===== src/sv/nlst_pkg.sv =====
// Shared constants, types and register indexes of the NTSC line sync timing block.
package nlst_pkg;

	localparam int H_PIXELS    = 128;
	localparam int V_LINES     = 240;
	localparam int FRAME_LINES = 262;

	localparam int TICK_W = 12;
	localparam int LINE_W = $clog2(FRAME_LINES + 1);
	localparam int COL_W  = 8;
	localparam int SUB_W  = 4;
	localparam int ROW_W  = 8;
	localparam int PCOL_W = 7;
	localparam int IDX_W  = 3;
	localparam int DATA_W = 12;

	// vsync line layout
	localparam int EQ_PRE_LAST     = 3;
	localparam int BROAD_FIRST     = 4;
	localparam int BROAD_LAST      = 6;
	localparam int EQ_POST_LAST    = 9;
	localparam int FIRST_PIC_LINE  = 10;

	// register indexes
	localparam logic [IDX_W-1:0] REG_LINE_PERIOD  = 3'd0;
	localparam logic [IDX_W-1:0] REG_HSYNC_WIDTH  = 3'd1;
	localparam logic [IDX_W-1:0] REG_SHORT_WIDTH  = 3'd2;
	localparam logic [IDX_W-1:0] REG_BROAD_WIDTH  = 3'd3;
	localparam logic [IDX_W-1:0] REG_HALF_OFFSET  = 3'd4;
	localparam logic [IDX_W-1:0] REG_ACTIVE_START = 3'd5;
	localparam logic [IDX_W-1:0] REG_PIXEL_TICKS  = 3'd6;
	localparam logic [IDX_W-1:0] REG_FIRST_LINE   = 3'd7;

	typedef struct packed {
		logic [TICK_W-1:0] line_period;
		logic [TICK_W-1:0] hsync_width;
		logic [TICK_W-1:0] short_pulse_width;
		logic [TICK_W-1:0] broad_pulse_width;
		logic [TICK_W-1:0] half_line_offset;
		logic [TICK_W-1:0] active_start;
		logic [SUB_W-1:0]  pixel_ticks;
		logic [LINE_W-1:0] first_active_line;
	} cfg_t;

	typedef struct packed {
		logic              sync_level;
		logic [LINE_W-1:0] line_number;
		logic              in_active;
		logic [ROW_W-1:0]  pixel_row;
		logic [PCOL_W-1:0] pixel_col;
		logic              line_start;
	} res_t;

endpackage


===== src/sv/ntsc_line_sync_timing.sv =====
// Top level of the NTSC composite sync and pixel timing generator.
//
//   channel | signals                                   | moves
//   --------+-------------------------------------------+----------------------------
//   in      | in_valid, in_ready, advance               | one timebase tick or a hold
//   out     | out_valid, out_ready, sync_level ..       | timing of the tick taken
//   cfg     | cfg_we, cfg_index, cfg_wdata              | one register write
//
// One transaction per clock while the output is not stalled: the result of a tick is loaded
// into the output register at the accepting edge and shows on the ports the cycle after;
// the counters step at that same edge when advance is high.
// in_ready is high while the output register is empty or being drained.
// Reset loads the default timing registers and starts at line 1, tick 0.
// A stalled result holds in the output register; no new input is taken then.
module ntsc_line_sync_timing
	import nlst_pkg::*;
(
	input  logic              clk,
	input  logic              arst_n,
	input  logic              in_valid,
	output logic              in_ready,
	input  logic              advance,
	output logic              out_valid,
	input  logic              out_ready,
	output logic              sync_level,
	output logic [LINE_W-1:0] line_number,
	output logic              in_active,
	output logic [ROW_W-1:0]  pixel_row,
	output logic [PCOL_W-1:0] pixel_col,
	output logic              line_start,
	input  logic              cfg_we,
	input  logic [IDX_W-1:0]  cfg_index,
	input  logic [DATA_W-1:0] cfg_wdata
);

	cfg_t cfg;
	res_t res;
	res_t res_q;
	logic out_valid_q;
	logic accept;

	assign in_ready = !out_valid_q || out_ready;
	assign accept   = in_valid && in_ready;

	nlst_cfg_regs u_cfg (
		.clk      (clk),
		.arst_n   (arst_n),
		.cfg_we   (cfg_we),
		.cfg_index(cfg_index),
		.cfg_wdata(cfg_wdata),
		.cfg      (cfg)
	);

	nlst_timing u_timing (
		.clk   (clk),
		.arst_n(arst_n),
		.step  (accept && advance),
		.cfg   (cfg),
		.res   (res)
	);

	always_ff @(posedge clk or negedge arst_n) begin
		if (!arst_n) begin
			out_valid_q <= 1'b0;
		end else if (in_ready) begin
			out_valid_q <= in_valid;
		end
	end

	// capture the result of the current tick before the counters move
	always_ff @(posedge clk) begin
		if (accept) begin
			res_q <= res;
		end
	end

	assign out_valid   = out_valid_q;
	assign sync_level  = res_q.sync_level;
	assign line_number = res_q.line_number;
	assign in_active   = res_q.in_active;
	assign pixel_row   = res_q.pixel_row;
	assign pixel_col   = res_q.pixel_col;
	assign line_start  = res_q.line_start;

endmodule


===== src/sv/nlst_cfg_regs.sv =====
// Configuration register file of the NTSC line sync timing block.
module nlst_cfg_regs
	import nlst_pkg::*;
(
	input  logic              clk,
	input  logic              arst_n,
	input  logic              cfg_we,
	input  logic [IDX_W-1:0]  cfg_index,
	input  logic [DATA_W-1:0] cfg_wdata,
	output cfg_t              cfg
);

	cfg_t cfg_q;

	always_ff @(posedge clk or negedge arst_n) begin
		if (!arst_n) begin
			cfg_q.line_period       <= TICK_W'(1017);
			cfg_q.hsync_width       <= TICK_W'(64);
			cfg_q.short_pulse_width <= TICK_W'(32);
			cfg_q.broad_pulse_width <= TICK_W'(432);
			cfg_q.half_line_offset  <= TICK_W'(496);
			cfg_q.active_start      <= TICK_W'(128);
			cfg_q.pixel_ticks       <= SUB_W'(4);
			cfg_q.first_active_line <= LINE_W'(20);
		end else if (cfg_we) begin
			unique case (cfg_index)
				REG_LINE_PERIOD:  cfg_q.line_period       <= cfg_wdata[TICK_W-1:0];
				REG_HSYNC_WIDTH:  cfg_q.hsync_width       <= cfg_wdata[TICK_W-1:0];
				REG_SHORT_WIDTH:  cfg_q.short_pulse_width <= cfg_wdata[TICK_W-1:0];
				REG_BROAD_WIDTH:  cfg_q.broad_pulse_width <= cfg_wdata[TICK_W-1:0];
				REG_HALF_OFFSET:  cfg_q.half_line_offset  <= cfg_wdata[TICK_W-1:0];
				REG_ACTIVE_START: cfg_q.active_start      <= cfg_wdata[TICK_W-1:0];
				REG_PIXEL_TICKS:  cfg_q.pixel_ticks       <= cfg_wdata[SUB_W-1:0];
				REG_FIRST_LINE:   cfg_q.first_active_line <= cfg_wdata[LINE_W-1:0];
				default: ;
			endcase
		end
	end

	assign cfg = cfg_q;

endmodule


===== src/sv/nlst_timing.sv =====
// Line and pixel counters with sync and window decode for the current tick.
module nlst_timing
	import nlst_pkg::*;
(
	input  logic clk,
	input  logic arst_n,
	input  logic step,
	input  cfg_t cfg,
	output res_t res
);

	logic [LINE_W-1:0] line_q;
	logic [TICK_W-1:0] tick_q;
	logic [SUB_W-1:0]  sub_q;
	logic [COL_W-1:0]  col_q;

	logic              eq_line, broad_line, low;
	logic [TICK_W-1:0] pulse_w;
	logic [TICK_W:0]   second_end;
	logic [LINE_W-1:0] row_diff;
	logic              act;
	logic [SUB_W-1:0]  pt;
	logic [SUB_W:0]    sub_inc;
	logic [TICK_W:0]   tick_inc;
	logic              line_end, pixel_done;

	// sync decode
	always_comb begin
		eq_line    = (line_q >= LINE_W'(1) && line_q <= LINE_W'(EQ_PRE_LAST)) ||
		             (line_q > LINE_W'(BROAD_LAST) && line_q <= LINE_W'(EQ_POST_LAST));
		broad_line = line_q >= LINE_W'(BROAD_FIRST) && line_q <= LINE_W'(BROAD_LAST);
		pulse_w    = broad_line ? cfg.broad_pulse_width : cfg.short_pulse_width;
		second_end = {1'b0, cfg.half_line_offset} + {1'b0, pulse_w};
		if (eq_line || broad_line) begin
			low = (tick_q < pulse_w) ||
			      (tick_q >= cfg.half_line_offset && {1'b0, tick_q} < second_end);
		end else begin
			low = tick_q < cfg.hsync_width;
		end
	end

	// pixel window
	always_comb begin
		row_diff = line_q - cfg.first_active_line;
		act = (line_q >= LINE_W'(FIRST_PIC_LINE)) && (line_q >= cfg.first_active_line) &&
		      (row_diff < LINE_W'(V_LINES)) && (tick_q >= cfg.active_start) &&
		      (col_q < COL_W'(H_PIXELS));
	end

	always_comb begin
		res.sync_level  = ~low;
		res.line_number = line_q;
		res.in_active   = act;
		res.pixel_row   = act ? row_diff[ROW_W-1:0] : '0;
		res.pixel_col   = act ? col_q[PCOL_W-1:0] : '0;
		res.line_start  = (tick_q == '0);
	end

	always_comb begin
		pt         = (cfg.pixel_ticks == '0) ? SUB_W'(1) : cfg.pixel_ticks;
		sub_inc    = {1'b0, sub_q} + (SUB_W+1)'(1);
		pixel_done = sub_inc >= {1'b0, pt};
		tick_inc   = {1'b0, tick_q} + (TICK_W+1)'(1);
		line_end   = tick_inc >= {1'b0, cfg.line_period};
	end

	always_ff @(posedge clk or negedge arst_n) begin
		if (!arst_n) begin
			line_q <= LINE_W'(1);
			tick_q <= '0;
			sub_q  <= '0;
			col_q  <= '0;
		end else if (step) begin
			if (line_end) begin
				tick_q <= '0;
				sub_q  <= '0;
				col_q  <= '0;
				line_q <= (line_q >= LINE_W'(FRAME_LINES)) ? LINE_W'(1) : line_q + LINE_W'(1);
			end else begin
				tick_q <= tick_inc[TICK_W-1:0];
				if (act) begin
					if (pixel_done) begin
						sub_q <= '0;
						col_q <= col_q + COL_W'(1);
					end else begin
						sub_q <= sub_inc[SUB_W-1:0];
					end
				end
			end
		end
	end

endmodule


===== config.mk =====
export PLATFORM = sky130hd
export DESIGN_NAME = ntsc_line_sync_timing
export DESIGN_NICKNAME = d
export VERILOG_FILES = /design/src/sv/nlst_pkg.sv /design/src/sv/ntsc_line_sync_timing.sv /design/src/sv/nlst_cfg_regs.sv /design/src/sv/nlst_timing.sv
export SDC_FILE = /design/constraint.sdc
export NUM_CORES = 1
export LEC_CHECK = 0
export BUFFER_PORTS_ARGS = -buffer_cell sky130_fd_sc_hd__buf_2
export CAP_MARGIN = 30
export CORE_ASPECT_RATIO = 1.1
export CORE_MARGIN = 5
export CORE_UTILIZATION = 35
export CTS_CLUSTER_DIAMETER = 50
export DETAILED_ROUTE_END_ITERATION = 8
export PLACE_DENSITY = 0.61
export SYNTH_ARGS = -nofsm -noshare
export SYNTH_HDL_FRONTEND = slang
export SYNTH_SLANG_ARGS = --single-unit
export TNS_END_PERCENT = 1

===== constraint.sdc =====
create_clock -name clk -period 5.6 [get_ports clk]
set_clock_uncertainty 0.05 [all_clocks]
set_input_delay 1.12 -clock clk [delete_from_list [all_inputs] [get_ports clk]]
set_output_delay 1.12 -clock clk [all_outputs]
set_load 0.005 [all_outputs]

-- Word level (Yosys, flattened, before mapping)
Cells that the tools add are included.
- register bits after elaboration: 146
- input bits: 21
- output and inout bits: 29
- word-level logic and storage cells: 93
- $add $sub $neg: 6
- order comparisons: 18
- eq/ne operators: 7
- multiplexer cells: 11
- bitwise logic cells: 1
- reduce and logical (&&, ||, !) cells: 31
- operators by type and width (kind ; count):
    $ge A12 B12 Y1 ; 2
    $lt A12 B12 Y1 ; 2
    $mux W12 ; 2
    $mux W8 ; 3
    $reduce_and A2 Y1 ; 10
    $mux W4 ; 4
    $add A12 B1 Y13 const B ; 1
    $add A12 B12 Y13 ; 1
    $ge A13 B12 Y1 ; 1
    $lt A12 B13 Y1 ; 1
    $eq A3 B3 Y1 const B ; 4
    $logic_not A12 Y1 ; 1
    $logic_and A1 B1 Y1 ; 10
    $add A9 B1 Y9 const B ; 1
    $ge A9 B1 Y1 const B ; 1
    $ge A9 B3 Y1 const B ; 1
    $ge A9 B4 Y1 const B ; 1
    $ge A9 B9 Y1 ; 1
    $ge A9 B9 Y1 const B ; 1
    $gt A9 B3 Y1 const B ; 1
    $le A9 B2 Y1 const B ; 1
    $le A9 B3 Y1 const B ; 1
    $le A9 B4 Y1 const B ; 1
    $lt A9 B8 Y1 const B ; 1
    other kinds (16) ; 21

-- Logic depth before layout (Yosys ltp)
- depth in word-level cells: 9
- gate-level depth with buffers: 21
- depth with buffers taken out: 21

-- Hierarchy
From an unflattened synthesis, not the netlist that was laid out.
- cells, all modules: 822
- area, all modules: 9077.5 um2
- modules (own cells, without submodules) (module ; instances ; cells an instance ; area each (um2) ; seq. area each (um2)):
    nlst_timing ; 1 ; 606 ; 4909.7 ; 827.0
    nlst_cfg_regs ; 1 ; 184 ; 3299.4 ; 2155.8
    ntsc_line_sync_timing ; 1 ; 32 ; 868.3 ; 835.8

-- Worst setup path after synthesis
No wires, ideal clock.
- kind: reg-to-reg
- start: register u_timing.line_q[6]
- end: register res_q (netlist bit sync_level) (data pin)
- setup time: 0.167 ns
- arrival: 4.829 ns
- required time: 5.383 ns
- path slack: 0.554 ns
- stages on the path, launching flop included: 22
- buffers on the path: 1
- clock period less this slack: 5.046 ns
- cell sequence: dfrtp_1 > or4_4 > nor2_4 > and4b_1 > buf_2 > mux2_2 > fa_1 > a21o_1 > a21oi_1 > nor2_1 > or4_1 > o2111ai_1 > nand2b_1 > a21oi_1 > xor2_1 > ha_1 > o21ai_0 > nand2b_1 > a21oi_1 > a2111oi_0 > a31oi_1 > a211oi_1
- RTL lines (what ; line ; text):
    start: declaration ; nlst_timing.sv:12 ; logic [LINE_W-1:0] line_q;
    start signal: assignment ; nlst_timing.sv:78 ; line_q <= (line_q >= LINE_W'(FRAME_LINES)) ? LINE_W'(1) : line_q + LINE_W'(1);
    end signal: assignment ; ntsc_line_sync_timing.sv:73 ; res_q <= res;
    end: declaration ; ntsc_line_sync_timing.sv:38 ; res_t res_q;

==> flow_summary.json <==
{
  "status": "completed",
  "cts-root-buf": "clkbuf_16",
  "ys_warn_count": 0,
  "yosysSeqAreaShare": 0.424,
  "dp_hpwl_um": 15800,
  "io_buffers": 49,
  "grt_pass1_wl_um": 35700,
  "clk_transition_reported_paths_ps": 60,
  "dr.pass1.iters": 5,
  "syn_area_um2": 9010,
  "crit_top_cell": "ha_1",
  "r2r-start": "u_timing.line_q[6]$_DFFE_PN0P_",
  "setup_viol": 0,
  "die_h_um": 178,
  "reg2reg_depth": 20,
  "start_kind": "flip-flop",
  "timing.slew.headroom": 0.432,
  "r2r-end": "sync_level$_DFFE_PP_",
  "async_flop_share": 0.815,
  "overflow": 0,
  "wl_per_cell_um": 16.7,
  "cts_setup_buffers": 0,
  "crit_fanout": 3,
  "vias": 6709,
  "die_w_um": 163,
  "grt_usage": 0.156,
  "ctsLongestPathBuffers": 2,
  "slowest_delay_ps": 560,
  "rrSetupSlack_ps": 300,
  "design_area_um2": 10300,
  "final_common_cell": "ha_1",
  "leakagePower_nw": 4.79,
  "synth-main-ff-cell": "dfrtp_1",
  "finalCoreUtilization": 0.408,
  "drtIter0Drc": 276,
  "hold_path_startpoint": "u_cfg.cfg[46]$_DFFE_PN0P_",
  "crit_slowest_cell": "or4_4",
  "cts_sinks": 146,
  "avgSynthCellArea_um2": 10.3,
  "cp_cell_sequence": "or4_4, nor2_4, and4b_2, mux2_1, ha_1, fa_1, a21o_1, a21oi_2, nor2_1, or4_1, o2111ai_1, nand2b_1, a21oi_1, xor2_1, ha_1, or3_1, a221oi_1, o21ai_1, a31oi_1, a211oi_2",
  "syn_nets": 1002,
  "vdd_drop_max_mv": 0.198,
  "num-nets-final": 1056,
  "fillers": 2486,
  "post_cts_resized": 0,
  "detail-route-antenna-nets": 0,
  "timing.max_cap.violations": 0,
  "ctsHoldBuffers": 0,
  "start_util": 0.356,
  "drive_gt1_frac": 0.230,
  "grt_pass1_vias": 6845,
  "drv_slew": 0,
  "routed_wl_um": 21600,
  "synth_seq_cells": 146,
  "synth_edf_count": 27,
  "globalplace.congestion": 0.829,
  "whs_ps": 451,
  "cts_tree": "built",
  "placedInstanceArea_um2": 9690,
  "finalPower_mw": 3.70,
  "power.density_nw_per_um2": 358,
  "viasPerCell": 5.19,
  "cp.required_ps": 5720,
  "hold_depth": 1,
  "h-tree-depth": 4,
  "rows": 61,
  "finalHoldViolCount": 0,
  "hold_path_class": "reg -> reg",
  "dieArea_um2": 29100,
  "mostFrequentLayoutCells": "ha_1, dfrtp_1, inv_1",
  "core-area_um2": 25300,
  "clock_latency_ps": 440,
  "cts_buffers": 17,
  "finalSetupTns_ps": 0,
  "crit_type": "reg -> reg",
  "syn-instance-count": 877,
  "boundaryPins": 50,
  "antenna_found_initial": 2,
  "period_share": 0.947,
  "cp-end-kind": "flip-flop",
  "grt_max_degree": 47,
  "hold_path_end": "u_cfg.cfg[46]$_DFFE_PN0P_",
  "rsz0062_at_grt": "no",
  "synth_cell_types": 72,
  "final.min_clock_period_ps": 5300,
  "syn_to_final_growth_pct": 14.8,
  "worst_pin_slew_ps": 848,
  "cp.arrival_ps": 5420,
  "fmaxAchievable_mhz": 189,
  "drc": 0
}
==> state kept, by name, indices dropped and copies added (netlist names) <==
signal,flops
u_cfg.cfg,85
in_active,1
u_timing.col_q,8
u_timing.sub_q,4
u_timing.line_q,9
out_valid,1
pixel_row,8
u_timing.tick_q,12
line_start,1
pixel_col,7
sync_level,1
line_number,9
==> worst max path at each step <==
stage                                      end                           start  cells past startpoint
after floorplan           sync_level$_DFFE_PP_  u_timing.line_q[6]$_DFFE_PN0P_                     21
after global placement    sync_level$_DFFE_PP_  u_timing.line_q[6]$_DFFE_PN0P_                     21
after detailed placement  sync_level$_DFFE_PP_  u_timing.line_q[6]$_DFFE_PN0P_                     21
after CTS                 sync_level$_DFFE_PP_  u_timing.line_q[6]$_DFFE_PN0P_                     21
after global routing      sync_level$_DFFE_PP_  u_timing.line_q[6]$_DFFE_PN0P_                     20
final                     sync_level$_DFFE_PP_  u_timing.line_q[6]$_DFFE_PN0P_                     20
==> synthesized netlist by cell type (3+ instances only) <==
master,count,share of area
a21oi_1,30,0.017
dfstp_2,24,0.070
buf_2,6,0.0033
nand2b_1,19,0.013
and4_1,5,0.0049
dfrtp_1,95,0.26
o21ai_0,79,0.044
nor3_1,12,0.0067
nand2_1,74,0.031
edfxtp_1,27,0.090
a211oi_1,7,0.0058
and3_1,15,0.010
nor4_1,4,0.0028
a21o_1,15,0.013
o21a_1,4,0.0033
xor2_1,13,0.013
nor2_1,37,0.015
nand4_1,11,0.0076
nand4b_1,3,0.0029
or3_1,7,0.0049
inv_1,80,0.033
o211ai_1,6,0.0050
nor2b_1,11,0.0076
ha_1,102,0.14
a31oi_1,7,0.0049
o31ai_1,3,0.0025
nand3_1,16,0.0089
a211o_1,4,0.0039
clkbuf_1,18,0.0075
and3_2,7,0.0058
a22o_1,3,0.0029
mux2_2,63,0.079
xnor2_1,16,0.016
o2111ai_1,3,0.0029
==> critical path: cells and delay by family, from the launching register on <==
kind                       cells  cell delay (ps)
DFF                            1              380
AOI/OAI and AO/OA              8             1320
adders and majority gates      3              810
xor gates and xnor gates       1              100
muxes                          1              360
and+or+nand+nor                7             2000
==> logic make-up after synthesis <==
kind of cell	Yosys count	synth area share
muxes	65	0.0811
buffers and inverters	110	0.0487
DFF	146	0.424
adders and majority gates	104	0.146
AOI/OAI and AO/OA	185	0.133
xor gates and xnor gates	29	0.0282
and+or+nand+nor	238	0.138
==> layer usage <==
metal  wire length [µm]  track usage  up-vias
li1                   -            -     3251
met1               9770        0.203     3286
met2              10400        0.259      137
met3               1060       0.0372       33
met4                388       0.0472        2
met5                 11            0        -
==> cell type report <==
cell class                 count  area [µm²]  share of cell area
clock buffer                  18         439              0.0425
timing repair buffer          64         372              0.0359
clock inverter                14         178              0.0172
multi-input combinational    621        4790               0.464
tap                          346         433              0.0419
sequential                   146        3820               0.369
antenna                        2        5.00            0.000484
inverter                      81         304              0.0294
==> stage by stage <==
step | instances | setup WS, ps
after floorplan | 877 | 554
after CTS | 1290 | 109
after global routing | 1290 | 28.1
after global placement | 1257 | 279
final | 1292 | 296
after detailed placement | 1258 | 135
==> report_power, final <==
| group | internal (mW) | switching (mW) | leakage, nW | total [mW] |
|---|---|---|---|---|
| clock network | 0.719 | 0.477 | 0.302 | 1.20 |
| registers | 1.28 | 0.125 | 1.70 | 1.40 |
| logic | 0.498 | 0.605 | 2.79 | 1.10 |
| total | 2.49 | 1.21 | 4.79 | 3.70 |
Power figures use the tool's default switching activity.
